==> src/rtl/core/alcd_pkg.sv <==
// ----------------------------------------------------------------------------
// alcd_pkg
// shared types, codes and constants of the addressable led chain driver
// ----------------------------------------------------------------------------
`default_nettype none

package alcd_pkg;

    localparam int LedCount   = 16;
    localparam int LedIdxW    = (LedCount > 1) ? $clog2(LedCount) : 1;
    localparam int ColorW     = 24;
    localparam int BitsPerLed = 24;
    localparam int BitIdxW    = 5;
    localparam int SlotW      = 10;
    localparam int TickW      = 8;
    localparam int ResetTickW = 10;
    localparam int ModeW      = 3;
    localparam int IndexW     = 8;
    localparam int StatusW    = 2;
    localparam int CfgIdxW    = 2;
    localparam int CfgDataW   = 10;

    localparam logic [ModeW-1:0] MODE_TICK    = 3'd0;
    localparam logic [ModeW-1:0] MODE_SET_ONE = 3'd1;
    localparam logic [ModeW-1:0] MODE_SET_ALL = 3'd2;
    localparam logic [ModeW-1:0] MODE_SHIFT   = 3'd3;
    localparam logic [ModeW-1:0] MODE_FRAME   = 3'd4;
    localparam logic [ModeW-1:0] MODE_RESET   = 3'd5;

    localparam logic [StatusW-1:0] STAT_OK     = 2'd0;
    localparam logic [StatusW-1:0] STAT_BUSY   = 2'd1;
    localparam logic [StatusW-1:0] STAT_RANGE  = 2'd2;
    localparam logic [StatusW-1:0] STAT_ZERO   = 2'd3;

    localparam logic [CfgIdxW-1:0] CFG_BIT_TICKS   = 2'd0;
    localparam logic [CfgIdxW-1:0] CFG_ONE_HIGH    = 2'd1;
    localparam logic [CfgIdxW-1:0] CFG_ZERO_HIGH   = 2'd2;
    localparam logic [CfgIdxW-1:0] CFG_RESET_TICKS = 2'd3;

    localparam logic [TickW-1:0]      BitTicksRst   = 8'd5;
    localparam logic [TickW-1:0]      OneHighRst    = 8'd4;
    localparam logic [TickW-1:0]      ZeroHighRst   = 8'd1;
    localparam logic [ResetTickW-1:0] ResetTicksRst = 10'd300;

    typedef struct packed {
        logic               wr_one;
        logic               wr_all;
        logic               shift;
        logic               start_frame;
        logic               start_reset;
        logic [StatusW-1:0] status;
    } cmd_t;

endpackage

`default_nettype wire

==> src/rtl/core/alcd_cmd.sv <==
// ----------------------------------------------------------------------------
// alcd_cmd
// command decode with busy, range and zero colour checks
// ----------------------------------------------------------------------------
`default_nettype none

module alcd_cmd
    import alcd_pkg::*;
(
    input  wire logic [ModeW-1:0]  mode,
    input  wire logic [IndexW-1:0] led_index,
    input  wire logic [ColorW-1:0] color,
    input  wire logic              busy,
    output cmd_t                   cmd
);

    always_comb begin
        cmd = '0;
        cmd.status = STAT_OK;
        case (mode)
            MODE_SET_ONE, MODE_SET_ALL, MODE_SHIFT, MODE_FRAME, MODE_RESET: begin
                if (busy) begin
                    cmd.status = STAT_BUSY;
                end else begin
                    case (mode)
                        MODE_SET_ONE: begin
                            if ({1'b0, led_index} < (IndexW+1)'(LedCount)) begin
                                cmd.wr_one = 1'b1;
                            end else begin
                                cmd.status = STAT_RANGE;
                            end
                        end
                        MODE_SET_ALL: begin
                            cmd.wr_all      = 1'b1;
                            cmd.start_frame = 1'b1;
                        end
                        MODE_SHIFT: begin
                            if (color == '0) begin
                                cmd.status = STAT_ZERO;
                            end else begin
                                cmd.shift       = 1'b1;
                                cmd.start_frame = 1'b1;
                            end
                        end
                        MODE_FRAME: begin
                            cmd.start_frame = 1'b1;
                        end
                        default: begin
                            cmd.start_reset = 1'b1;
                        end
                    endcase
                end
            end
            default: begin
                cmd.status = STAT_OK;
            end
        endcase
    end

endmodule

`default_nettype wire

==> src/rtl/core/alcd_store.sv <==
// ----------------------------------------------------------------------------
// alcd_store
// per-led colour registers with set one, set all and shift in
// ----------------------------------------------------------------------------
`default_nettype none

module alcd_store
    import alcd_pkg::*;
(
    input  wire logic               aclk,
    input  wire logic               aresetn,
    input  wire logic               accept,
    input  wire cmd_t               cmd,
    input  wire logic [LedIdxW-1:0] led_index,
    input  wire logic [ColorW-1:0]  color,
    input  wire logic [LedIdxW-1:0] rd_idx,
    output logic      [ColorW-1:0]  rd_word
);

    logic [ColorW-1:0] colour_reg  [LedCount];
    logic [ColorW-1:0] colour_next [LedCount];

    always_comb begin
        for (int n = 0; n < LedCount; n++) begin
            colour_next[n] = colour_reg[n];
        end
        if (cmd.wr_all) begin
            for (int n = 0; n < LedCount; n++) begin
                colour_next[n] = color;
            end
        end else if (cmd.shift) begin
            for (int n = 1; n < LedCount; n++) begin
                colour_next[n] = colour_reg[n-1];
            end
            colour_next[0] = color;
        end else if (cmd.wr_one) begin
            colour_next[led_index] = color;
        end
    end

    // the frame that starts with this transaction already sees the new colours
    assign rd_word = colour_next[rd_idx];

    always_ff @(posedge aclk) begin
        if (!aresetn) begin
            for (int n = 0; n < LedCount; n++) begin
                colour_reg[n] <= '0;
            end
        end else if (accept) begin
            for (int n = 0; n < LedCount; n++) begin
                colour_reg[n] <= colour_next[n];
            end
        end
    end

endmodule

`default_nettype wire

==> src/rtl/core/alcd_seq.sv <==
// ----------------------------------------------------------------------------
// alcd_seq
// frame and reset pulse sequencer with led, bit and slot counters
// ----------------------------------------------------------------------------
`default_nettype none

module alcd_seq
    import alcd_pkg::*;
(
    input  wire logic                  aclk,
    input  wire logic                  aresetn,
    input  wire logic                  accept,
    input  wire cmd_t                  cmd,
    input  wire logic [TickW-1:0]      bit_ticks,
    input  wire logic [TickW-1:0]      one_high_ticks,
    input  wire logic [TickW-1:0]      zero_high_ticks,
    input  wire logic [ResetTickW-1:0] reset_ticks,
    input  wire logic [ColorW-1:0]     rd_word,
    output logic      [LedIdxW-1:0]    rd_idx,
    output logic                       busy,
    output logic                       line,
    output logic                       busy_res,
    output logic                       frame_done
);

    typedef enum logic [1:0] {
        PH_IDLE,
        PH_FRAME,
        PH_RESET
    } phase_t;

    phase_t               phase_reg, phase_eff, phase_next;
    logic [LedIdxW-1:0]   led_reg, led_eff, led_next;
    logic [BitIdxW-1:0]   bit_reg, bit_eff, bit_next;
    logic [SlotW-1:0]     slot_reg, slot_eff, slot_next;
    logic [SlotW:0]       slot_inc;
    logic [TickW-1:0]     high_ticks;
    logic                 data_bit;

    assign busy = (phase_reg != PH_IDLE);

    always_comb begin
        if (cmd.start_frame) begin
            phase_eff = PH_FRAME;
        end else if (cmd.start_reset) begin
            phase_eff = PH_RESET;
        end else begin
            phase_eff = phase_reg;
        end
        if (cmd.start_frame || cmd.start_reset) begin
            led_eff  = '0;
            bit_eff  = '0;
            slot_eff = '0;
        end else begin
            led_eff  = led_reg;
            bit_eff  = bit_reg;
            slot_eff = slot_reg;
        end
    end

    assign rd_idx     = led_eff;
    assign data_bit   = rd_word[bit_eff];
    assign high_ticks = data_bit ? one_high_ticks : zero_high_ticks;
    assign slot_inc   = {1'b0, slot_eff} + (SlotW+1)'(1);

    always_comb begin
        phase_next = phase_eff;
        led_next   = led_eff;
        bit_next   = bit_eff;
        slot_next  = slot_eff;
        line       = 1'b0;
        busy_res   = 1'b0;
        frame_done = 1'b0;
        case (phase_eff)
            PH_FRAME: begin
                busy_res = 1'b1;
                line     = (slot_eff < SlotW'(high_ticks));
                if (slot_inc >= (SlotW+1)'(bit_ticks)) begin
                    slot_next = '0;
                    if ((BitIdxW+1)'(bit_eff) + (BitIdxW+1)'(1) >= (BitIdxW+1)'(BitsPerLed)) begin
                        bit_next = '0;
                        if ((LedIdxW+1)'(led_eff) + (LedIdxW+1)'(1)
                                >= (LedIdxW+1)'(LedCount)) begin
                            led_next   = '0;
                            phase_next = PH_IDLE;
                            frame_done = 1'b1;
                        end else begin
                            led_next = led_eff + LedIdxW'(1);
                        end
                    end else begin
                        bit_next = bit_eff + BitIdxW'(1);
                    end
                end else begin
                    slot_next = slot_inc[SlotW-1:0];
                end
            end
            PH_RESET: begin
                busy_res = 1'b1;
                if (slot_inc >= (SlotW+1)'(reset_ticks)) begin
                    slot_next  = '0;
                    phase_next = PH_IDLE;
                    frame_done = 1'b1;
                end else begin
                    slot_next = slot_inc[SlotW-1:0];
                end
            end
            default: begin
                busy_res = 1'b0;
            end
        endcase
    end

    always_ff @(posedge aclk) begin
        if (!aresetn) begin
            phase_reg <= PH_IDLE;
            led_reg   <= '0;
            bit_reg   <= '0;
            slot_reg  <= '0;
        end else if (accept) begin
            phase_reg <= phase_next;
            led_reg   <= led_next;
            bit_reg   <= bit_next;
            slot_reg  <= slot_next;
        end
    end

endmodule

`default_nettype wire

==> src/rtl/core/addressable_led_chain_driver.sv <==
// ----------------------------------------------------------------------------
// addressable_led_chain_driver
// one-wire rgb led chain driver: colour store, frame serializer, result register
// ----------------------------------------------------------------------------
// a transaction's result is registered and shown on the m_ port in the cycle after acceptance
// throughput: one transaction per cycle while m_ready takes the results, set by the single result register
// s_ready stays high while the result register is empty or being taken
// reset: synchronous active-low aresetn clears colours, sequencer and config
// to their defaults and empties the result register
// ----------------------------------------------------------------------------
`default_nettype none

module addressable_led_chain_driver
    import alcd_pkg::*;
(
    input  wire logic                aclk,
    input  wire logic                aresetn,
    input  wire logic                cfg_we,
    input  wire logic [CfgIdxW-1:0]  cfg_index,
    input  wire logic [CfgDataW-1:0] cfg_wdata,
    input  wire logic                s_valid,
    output logic                     s_ready,
    input  wire logic [ModeW-1:0]    s_mode,
    input  wire logic [IndexW-1:0]   s_led_index,
    input  wire logic [ColorW-1:0]   s_color,
    output logic                     m_valid,
    input  wire logic                m_ready,
    output logic                     m_line,
    output logic                     m_busy_res,
    output logic [StatusW-1:0]       m_status,
    output logic                     m_frame_done
);

    logic [TickW-1:0]      bit_ticks_reg;
    logic [TickW-1:0]      one_high_reg;
    logic [TickW-1:0]      zero_high_reg;
    logic [ResetTickW-1:0] reset_ticks_reg;

    logic                  accept;
    logic                  busy;
    cmd_t                  cmd;
    logic [LedIdxW-1:0]    rd_idx;
    logic [ColorW-1:0]     rd_word;
    logic                  line;
    logic                  busy_res;
    logic                  frame_done;

    logic                  m_valid_reg;
    logic                  line_reg;
    logic                  busy_res_reg;
    logic [StatusW-1:0]    status_reg;
    logic                  frame_done_reg;

    // config registers
    always_ff @(posedge aclk) begin
        if (!aresetn) begin
            bit_ticks_reg   <= BitTicksRst;
            one_high_reg    <= OneHighRst;
            zero_high_reg   <= ZeroHighRst;
            reset_ticks_reg <= ResetTicksRst;
        end else if (cfg_we) begin
            case (cfg_index)
                CFG_BIT_TICKS:   bit_ticks_reg   <= cfg_wdata[TickW-1:0];
                CFG_ONE_HIGH:    one_high_reg    <= cfg_wdata[TickW-1:0];
                CFG_ZERO_HIGH:   zero_high_reg   <= cfg_wdata[TickW-1:0];
                CFG_RESET_TICKS: reset_ticks_reg <= cfg_wdata[ResetTickW-1:0];
                default:         bit_ticks_reg   <= bit_ticks_reg;
            endcase
        end
    end

    assign s_ready = !m_valid_reg || m_ready;
    assign accept  = s_valid && s_ready;

    alcd_cmd u_cmd (
        .mode      (s_mode),
        .led_index (s_led_index),
        .color     (s_color),
        .busy      (busy),
        .cmd       (cmd)
    );

    alcd_store u_store (
        .aclk      (aclk),
        .aresetn   (aresetn),
        .accept    (accept),
        .cmd       (cmd),
        .led_index (s_led_index[LedIdxW-1:0]),
        .color     (s_color),
        .rd_idx    (rd_idx),
        .rd_word   (rd_word)
    );

    alcd_seq u_seq (
        .aclk            (aclk),
        .aresetn         (aresetn),
        .accept          (accept),
        .cmd             (cmd),
        .bit_ticks       (bit_ticks_reg),
        .one_high_ticks  (one_high_reg),
        .zero_high_ticks (zero_high_reg),
        .reset_ticks     (reset_ticks_reg),
        .rd_word         (rd_word),
        .rd_idx          (rd_idx),
        .busy            (busy),
        .line            (line),
        .busy_res        (busy_res),
        .frame_done      (frame_done)
    );

    // result register
    always_ff @(posedge aclk) begin
        if (!aresetn) begin
            m_valid_reg <= 1'b0;
        end else if (accept) begin
            m_valid_reg <= 1'b1;
        end else if (m_ready) begin
            m_valid_reg <= 1'b0;
        end
    end

    always_ff @(posedge aclk) begin
        if (accept) begin
            line_reg       <= line;
            busy_res_reg   <= busy_res;
            status_reg     <= cmd.status;
            frame_done_reg <= frame_done;
        end
    end

    assign m_valid      = m_valid_reg;
    assign m_line       = line_reg;
    assign m_busy_res   = busy_res_reg;
    assign m_status     = status_reg;
    assign m_frame_done = frame_done_reg;

    // a completed frame or pulse is always reported on a busy tick
    a_done_busy: assert property (@(posedge aclk) disable iff (!aresetn)
        m_valid && m_frame_done |-> m_busy_res)
        else $error("frame_done without busy_res");

    // a command refused for busy means a frame or pulse owns this tick
    a_refused_busy: assert property (@(posedge aclk) disable iff (!aresetn)
        m_valid && (m_status == STAT_BUSY) |-> m_busy_res)
        else $error("busy status on an idle tick");

    // the line is only driven high inside a frame
    a_line_busy: assert property (@(posedge aclk) disable iff (!aresetn)
        m_valid && m_line |-> m_busy_res)
        else $error("line high while idle");

    // a transaction taken on an idle sequencer with no start command stays idle
    a_idle_tick: assert property (@(posedge aclk) disable iff (!aresetn)
        accept && !busy && !cmd.start_frame && !cmd.start_reset |=> !m_busy_res)
        else $error("busy result without a start");

endmodule

`default_nettype wire
==> config.mk <==
export PLATFORM = sky130hd
export DESIGN_NAME = addressable_led_chain_driver
export DESIGN_NICKNAME = d
export VERILOG_FILES = /design/src/rtl/core/alcd_pkg.sv /design/src/rtl/core/alcd_cmd.sv /design/src/rtl/core/alcd_store.sv /design/src/rtl/core/alcd_seq.sv /design/src/rtl/core/addressable_led_chain_driver.sv
export SDC_FILE = /design/constraint.sdc
export NUM_CORES = 2
export LEC_CHECK = 0
export CELL_PAD_IN_SITES_DETAIL_PLACEMENT = 1
export CELL_PAD_IN_SITES_GLOBAL_PLACEMENT = 2
export CORE_ASPECT_RATIO = 2
export CORE_MARGIN = 2
export CORE_UTILIZATION = 42
export DETAILED_ROUTE_END_ITERATION = 6
export DONT_BUFFER_PORTS = 1
export HOLD_SLACK_MARGIN = 0.03
export PLACE_DENSITY = 0.88
export SETUP_SLACK_MARGIN = 0.1
export SLEW_MARGIN = 20
export SYNTH_ARGS = -nofsm -noshare
export SYNTH_HDL_FRONTEND = slang
export SYNTH_HIERARCHICAL = 1
export SYNTH_SLANG_ARGS = --single-unit
==> constraint.sdc <==
create_clock -name aclk -period 13.6 [get_ports aclk]
set_clock_uncertainty 0.05 [all_clocks]
set_input_delay 2.04 -clock aclk [delete_from_list [all_inputs] [get_ports aclk]]
set_output_delay 2.04 -clock aclk [all_outputs]
set_load 0.02 [all_outputs]
# Word level (Yosys, flattened, before mapping)
# Memories as Yosys holds them, arrays and structs flattened.
# Index checks and enable logic that the tools add are counted.
totals:
  ff_bits: 61
  ramBits: 384
  in_bits: 52
  output_inout_bits: 7
  mem_count: 1
op_classes:
  add_sub_neg: 5
  n_lt_le_gt_ge: 10
  n_eq_ne: 10
  n_mux: 73
  bitwise_logic: 19
  reduce_logical: 18
memory_table:
  columns: ["name", "words", "width", "read_ports", "rd_ports_with_merged_regs", "write_ports", "line_no", "source"]
  rows:
  - ["u_store.colour_reg", 16, 24, 16, 0, 16, "alcd_store.sv:20", "logic [ColorW-1:0] colour_reg [LedCount];"]
op_table:
  columns: ["cell", "n"]
  rows:
  - ["two-way mux 384 bit", 3]
  - ["two-way mux 24 bit", 19]
  - ["bitwise mux 384 bit", 1]
  - ["binary-select mux 24 bit (select 4 bit)", 1]
  - ["demux 24 bit (select 4 bit)", 1]
  - ["two-way mux 10 bit", 3]
  - ["two-way mux 5 bit", 6]
  - ["zero test 24 bit", 1]
  - ["two-way mux 4 bit", 5]
  - ["one-hot mux 10 bit (2 select lines)", 1]
  - ["two-way mux 1 bit", 18]
  - ["two-way mux 2 bit", 9]
  - ["OR 1 bit", 16]
  - ["greater-or-equal comparator 5 bit (second input constant)", 3]
  - ["adder 10 x 1 -> 11 bit (second input constant)", 1]
  - ["greater-or-equal comparator 11 x 10 -> 1 bit", 1]
  - ["greater-or-equal comparator 11 x 8 -> 1 bit", 1]
  - ["less-than comparator 10 x 8 -> 1 bit", 1]
  - ["NOT 4 -> 5 bit", 2]
  - ["less-than comparator 8 x 5 -> 1 bit (second input constant)", 1]
  - ["two-way mux 8 bit", 1]
  - ["one-hot mux 2 bit (2 select lines)", 2]
  - ["AND reduction 2 bit", 4]
  - ["adder 5 x 1 -> 6 bit (second input constant)", 1]
  - ["other kinds (22)", 33]

# Depth between registers and ports, before layout
logic_depth:
  word_depth: 16
  mapped_depth: 30

# By module
# Netlist, hierarchy kept.
modules_own_cells:
  columns: ["mod", "instances", "cells_per_inst", "area_per_inst_um2", "seq_area_each_um2"]
  rows:
  - ["alcd_store", 1, 2315, 22345.2, 11531.1]
  - ["alcd_seq", 1, 316, 2382.3, 420.4]
  - ["addressable_led_chain_driver", 1, 140, 1498.9, 850.8]
  - ["alcd_cmd", 1, 29, 190.2, 0.0]

# Worst setup path after synthesis
# No wires, ideal clock.
synth_timing:
  path_kind: "input to register"
  start: "in m_ready"
  end: "mem u_store.colour_reg[0][0], enable pin"
  setup_ns: 0.817
  arrival_time_ns: 11.848
  required_time_ns: 12.733
  path_slack_ns: 0.885
  path_stages: 3
  path_buffers: 0
  path_cell_list: "nand2b_1 -> and2_1 -> nand2b_1"
synth_lines:
  columns: ["element", "line_no", "source"]
  rows:
  - ["start: declaration", "addressable_led_chain_driver.sv:27", "input wire logic m_ready,"]
  - ["end: declaration", "alcd_store.sv:20", null]

==> impl_summary.md <==
Pwr
The analysis attributes to cell leakage a power of 10.1 nW. For this design the ratio of total power to cell area is 125 nW/um^2. Net switching is 29.3% of the power. Summed over all nets, the switching power comes to around 0.0010 W.

In this run, flip-flops and latches consume 47.5% of the power. The proportion of power drawn by the clock network is 36.0%. The share of total power dissipated in combinational logic is 16.5%. The maximum VDD drop is between 100 and 150 uV. The internal power of the cells totals 0.00252 W. The design draws roughly 0.0036 W.

Clock tree
The clock-pin slew on the worst setup and hold paths is 70 ps. The buffer depth of the longest clock path is 3. The H-tree generated during clock tree synthesis spans 2 levels. The number of hold buffers added after CTS was 0. The post-CTS setup buffer count is 0. TritonCTS built the clock tree.

After clock tree synthesis, the repair step resized 0 gates. The total clock buffers created by CTS is 45. For this design, the sink count on the clock tree is 445.

The clock insertion delay at the later pin of the skew report is 600 ps. The root buffer selected by CTS is sky130_fd_sc_hd__clkbuf_16.

Drt
The via count of the routed design is between 20000 and 25000. The count of nets left with antenna violations once routing finished came out at 0. The violation count after the first detailed-routing iteration is 3310. The number of search-and-repair iterations in the first detailed-routing pass is 7. Using the TritonRoute via totals, the vias-per-cell ratio works out to 7.10. The post-detailed-route wirelength per cell is 31.2 um.

The total wirelength of the detailed-routed design is 109000 um. After detailed routing, the number of remaining DRC violations is 7.

Critical path
The slack of the worst reg-to-reg path is 5400 ps. On the critical path, the stage with the largest delay is an instance of sky130_fd_sc_hd__nor4_1. The delay of the slowest cell on the worst path is roughly 580 ps. The worst endpoint required time is about 14000 ps. In this run the worst path has a maximum fanout of 40. The data arrival time of the critical path is a little under 10000 ps. The type of destination of the critical path is a register. The worst setup path is of the in -> reg kind.

STA classifies the critical path startpoint as a primary input.

Logic synthesis
The fraction of registers with async set or reset after synthesis is 0%. The share of synthesized area in the top cell type comes to 44.2%. The number of distinct library cells after synthesis is 81. Counting every instance in the synthesized netlist gives 2800. The total number of yosys warnings is 6. The number of enable-type register cells in the synthesized netlist is just under 400. Among all flip-flop cells after synthesis, the most frequent one is sky130_fd_sc_hd__edfxtp_1. The biggest area contributor in the post-synthesis netlist is sky130_fd_sc_hd__edfxtp_1. The mapped netlist covers 26400 sq um. Sequential elements use 48.5% of the synthesized area. The number of synthesized register bits is roughly 450. In this run the mean area of a mapped cell was 9.43 sq um.

By area the synthesized netlist is led by sky130_fd_sc_hd__edfxtp_1, sky130_fd_sc_hd__nor2_1, sky130_fd_sc_hd__o21ai_0. Counting every net in the synthesized netlist gives 2881.

Timing
Subtracting the final worst setup slack from the clock period gives 9460 ps. Of the available clock period, the critical path in the final layout requires 69.6%. Adding up every negative setup slack in the final design gives 0 ps. At the pin with the least slew margin, the transition time is ~1100 ps. The final hold violation count came to 0. The final number of setup-violating endpoints is 0. The max-slew violation count is 0. The worst pin sits at a relative slew slack of 29.0%. Timing would allow up to about 110 MHz. Setup repair after global routing left no endpoint under its margin.

Floorplanning
The horizontal die dimension is 181 um. The I/O pin total is 59. The placeable core area is 62500 sq um. The floorplan step defined a die boundary enclosing roughly 65000 sq um. For this configuration, the core starts out at a cell density of 42.3%. The standard-cell row count is between 100 and 150. The die is 359 um tall.

Layout
Leaving out fill and tap cells, the most frequent cells in the layout are sky130_fd_sc_hd__nor2_1, sky130_fd_sc_hd__edfxtp_1, sky130_fd_sc_hd__o21ai_0. 0 antenna diodes ended up in the layout. The most frequent standard cell in the layout excluding fill and tap cells is sky130_fd_sc_hd__nor2_1.

The flip-flop count of the largest register, all copies and words added is roughly 380. The layout has 7091 filler cells. The total number of nets in the final design is 2726. The area added between synthesis and finish is 7.88%. The fraction of layout cells with a size suffix above 1 is under 10%.

Placed design
The routability-driven placement congestion ratio is a little over 0.9. Buffers placed on the I/O ports in this run total 0. The sum of net half-perimeters after detailed placement is around 69000 um.

Run status
The final reports fail on DRC. The run finished, with violations left.

Global routing
The largest net degree at the start of global routing is 163. Across every metal layer, demand over resource in global routing totals 32.7%. The first global-routing pass estimated 161000 um of wire.

The via count of the first global-routing pass came to approximately 25000. Summed over all layers, the global routing overflow is 0. The initial antenna violation count is 1.

Run
Across the run, the number of max-cap violations was 0.

Hold path
The worst min-delay path category is reg -> reg.
## kinds of logic after synthesis
family | count (synthesis) | share of synthesized area, %
AOI/OAI and AO/OA | 933 | 24.8
xor gates and xnor gates | 9 | 0.298
adders and majority gates | 30 | 1.41
buffers and inverters | 319 | 4.84
DFF | 445 | 48.5
muxes | 76 | 2.99
and+or+nand+nor | 988 | 17.2
## critical path: cells and delay by family
family / cells / cell delay, ps
buf+inv: 4 / 1150
mux: 2 / 760
fa+ha+maj: 1 / 270
simple gates: 12 / 3270
compound gates: 10 / 2320
## final cells by class
class                      count  area [sq um]  share of cell area, %
timing repair buffer          76           583                   2.05
multi-input combinational   2036         12500                   43.9
clock inverter                23           164                  0.575
inverter                      41           156                  0.549
tap                          792           991                   3.48
sequential                   445         12800                   44.9
clock buffer                  60          1290                   4.52
## per-stage QoR
step	utilization (%)	cell area (sq um)	setup slack, ps	hold slack, ps	std cells
final	45.6	28500	4140	415	3473
after global placement	43.3	27000	4070	397	3390
after detailed placement	43.3	27000	3750	408	3390
after global routing	45.6	28500	3890	439	3473
after CTS	45.6	28500	4390	419	3473
after floorplan	-	26400	885	384	2800
## cells in the mapped netlist, types with 27 or more instances
library cell and count:
sky130_fd_sc_hd__edfxtp_1 389, sky130_fd_sc_hd__and2_1 27, sky130_fd_sc_hd__mux2i_1 71, sky130_fd_sc_hd__buf_2 41, sky130_fd_sc_hd__a222oi_1 52, sky130_fd_sc_hd__o21ai_0 244
sky130_fd_sc_hd__o221ai_1 56, sky130_fd_sc_hd__o22ai_1 174, sky130_fd_sc_hd__nand2_1 113, sky130_fd_sc_hd__clkbuf_1 208, sky130_fd_sc_hd__o22a_1 117, sky130_fd_sc_hd__inv_1 41
sky130_fd_sc_hd__nor3_1 158, sky130_fd_sc_hd__nor2_1 496, sky130_fd_sc_hd__ha_1 29, sky130_fd_sc_hd__nand2b_1 45, sky130_fd_sc_hd__dfxtp_1 56, sky130_fd_sc_hd__a21oi_1 60
## final timing paths
| path | startpoint | to | depth (start not counted) |
|---|---|---|---|
| setup / recovery | s_color[15] | m_line | 29 |
| hold / removal | reset_ticks_reg[1] | reset_ticks_reg[1] | 2 |
| setup reg to reg | u_seq/phase_reg[1] | m_line | 26 |
| hold reg to reg | reset_ticks_reg[1] | reset_ticks_reg[1] | 2 |
## power groups by stage
stage / Sequential [W] / Clock (W) / Combinational [W]
after global placement: 0.00171 / 0 / 0.000560
after detailed placement: 0.00172 / 0 / 0.000570
after floorplan: 0.00172 / 0 / 0.000405
after CTS: 0.00169 / 0.00130 / 0.000574
after global routing: 0.00171 / 0.00134 / 0.000627
final: 0.00169 / 0.00128 / 0.000590
## metal layers
| metal | up-vias | part of all wire (%) | routed length (um) | track usage [%] |
|---|---|---|---|---|
| li1 | 10500 | - | - | - |
| met1 | 12300 | 38 | 41400 | 41.2 |
| met2 | 1457 | 45 | 49200 | 52.1 |
| met3 | 403 | 9.6 | 10500 | 6.36 |
| met4 | 2 | 6.8 | 7430 | 19.3 |
| met5 | - | 0.012 | 13 | 0 |
No activity file was read; power rests on OpenSTA's default activity.
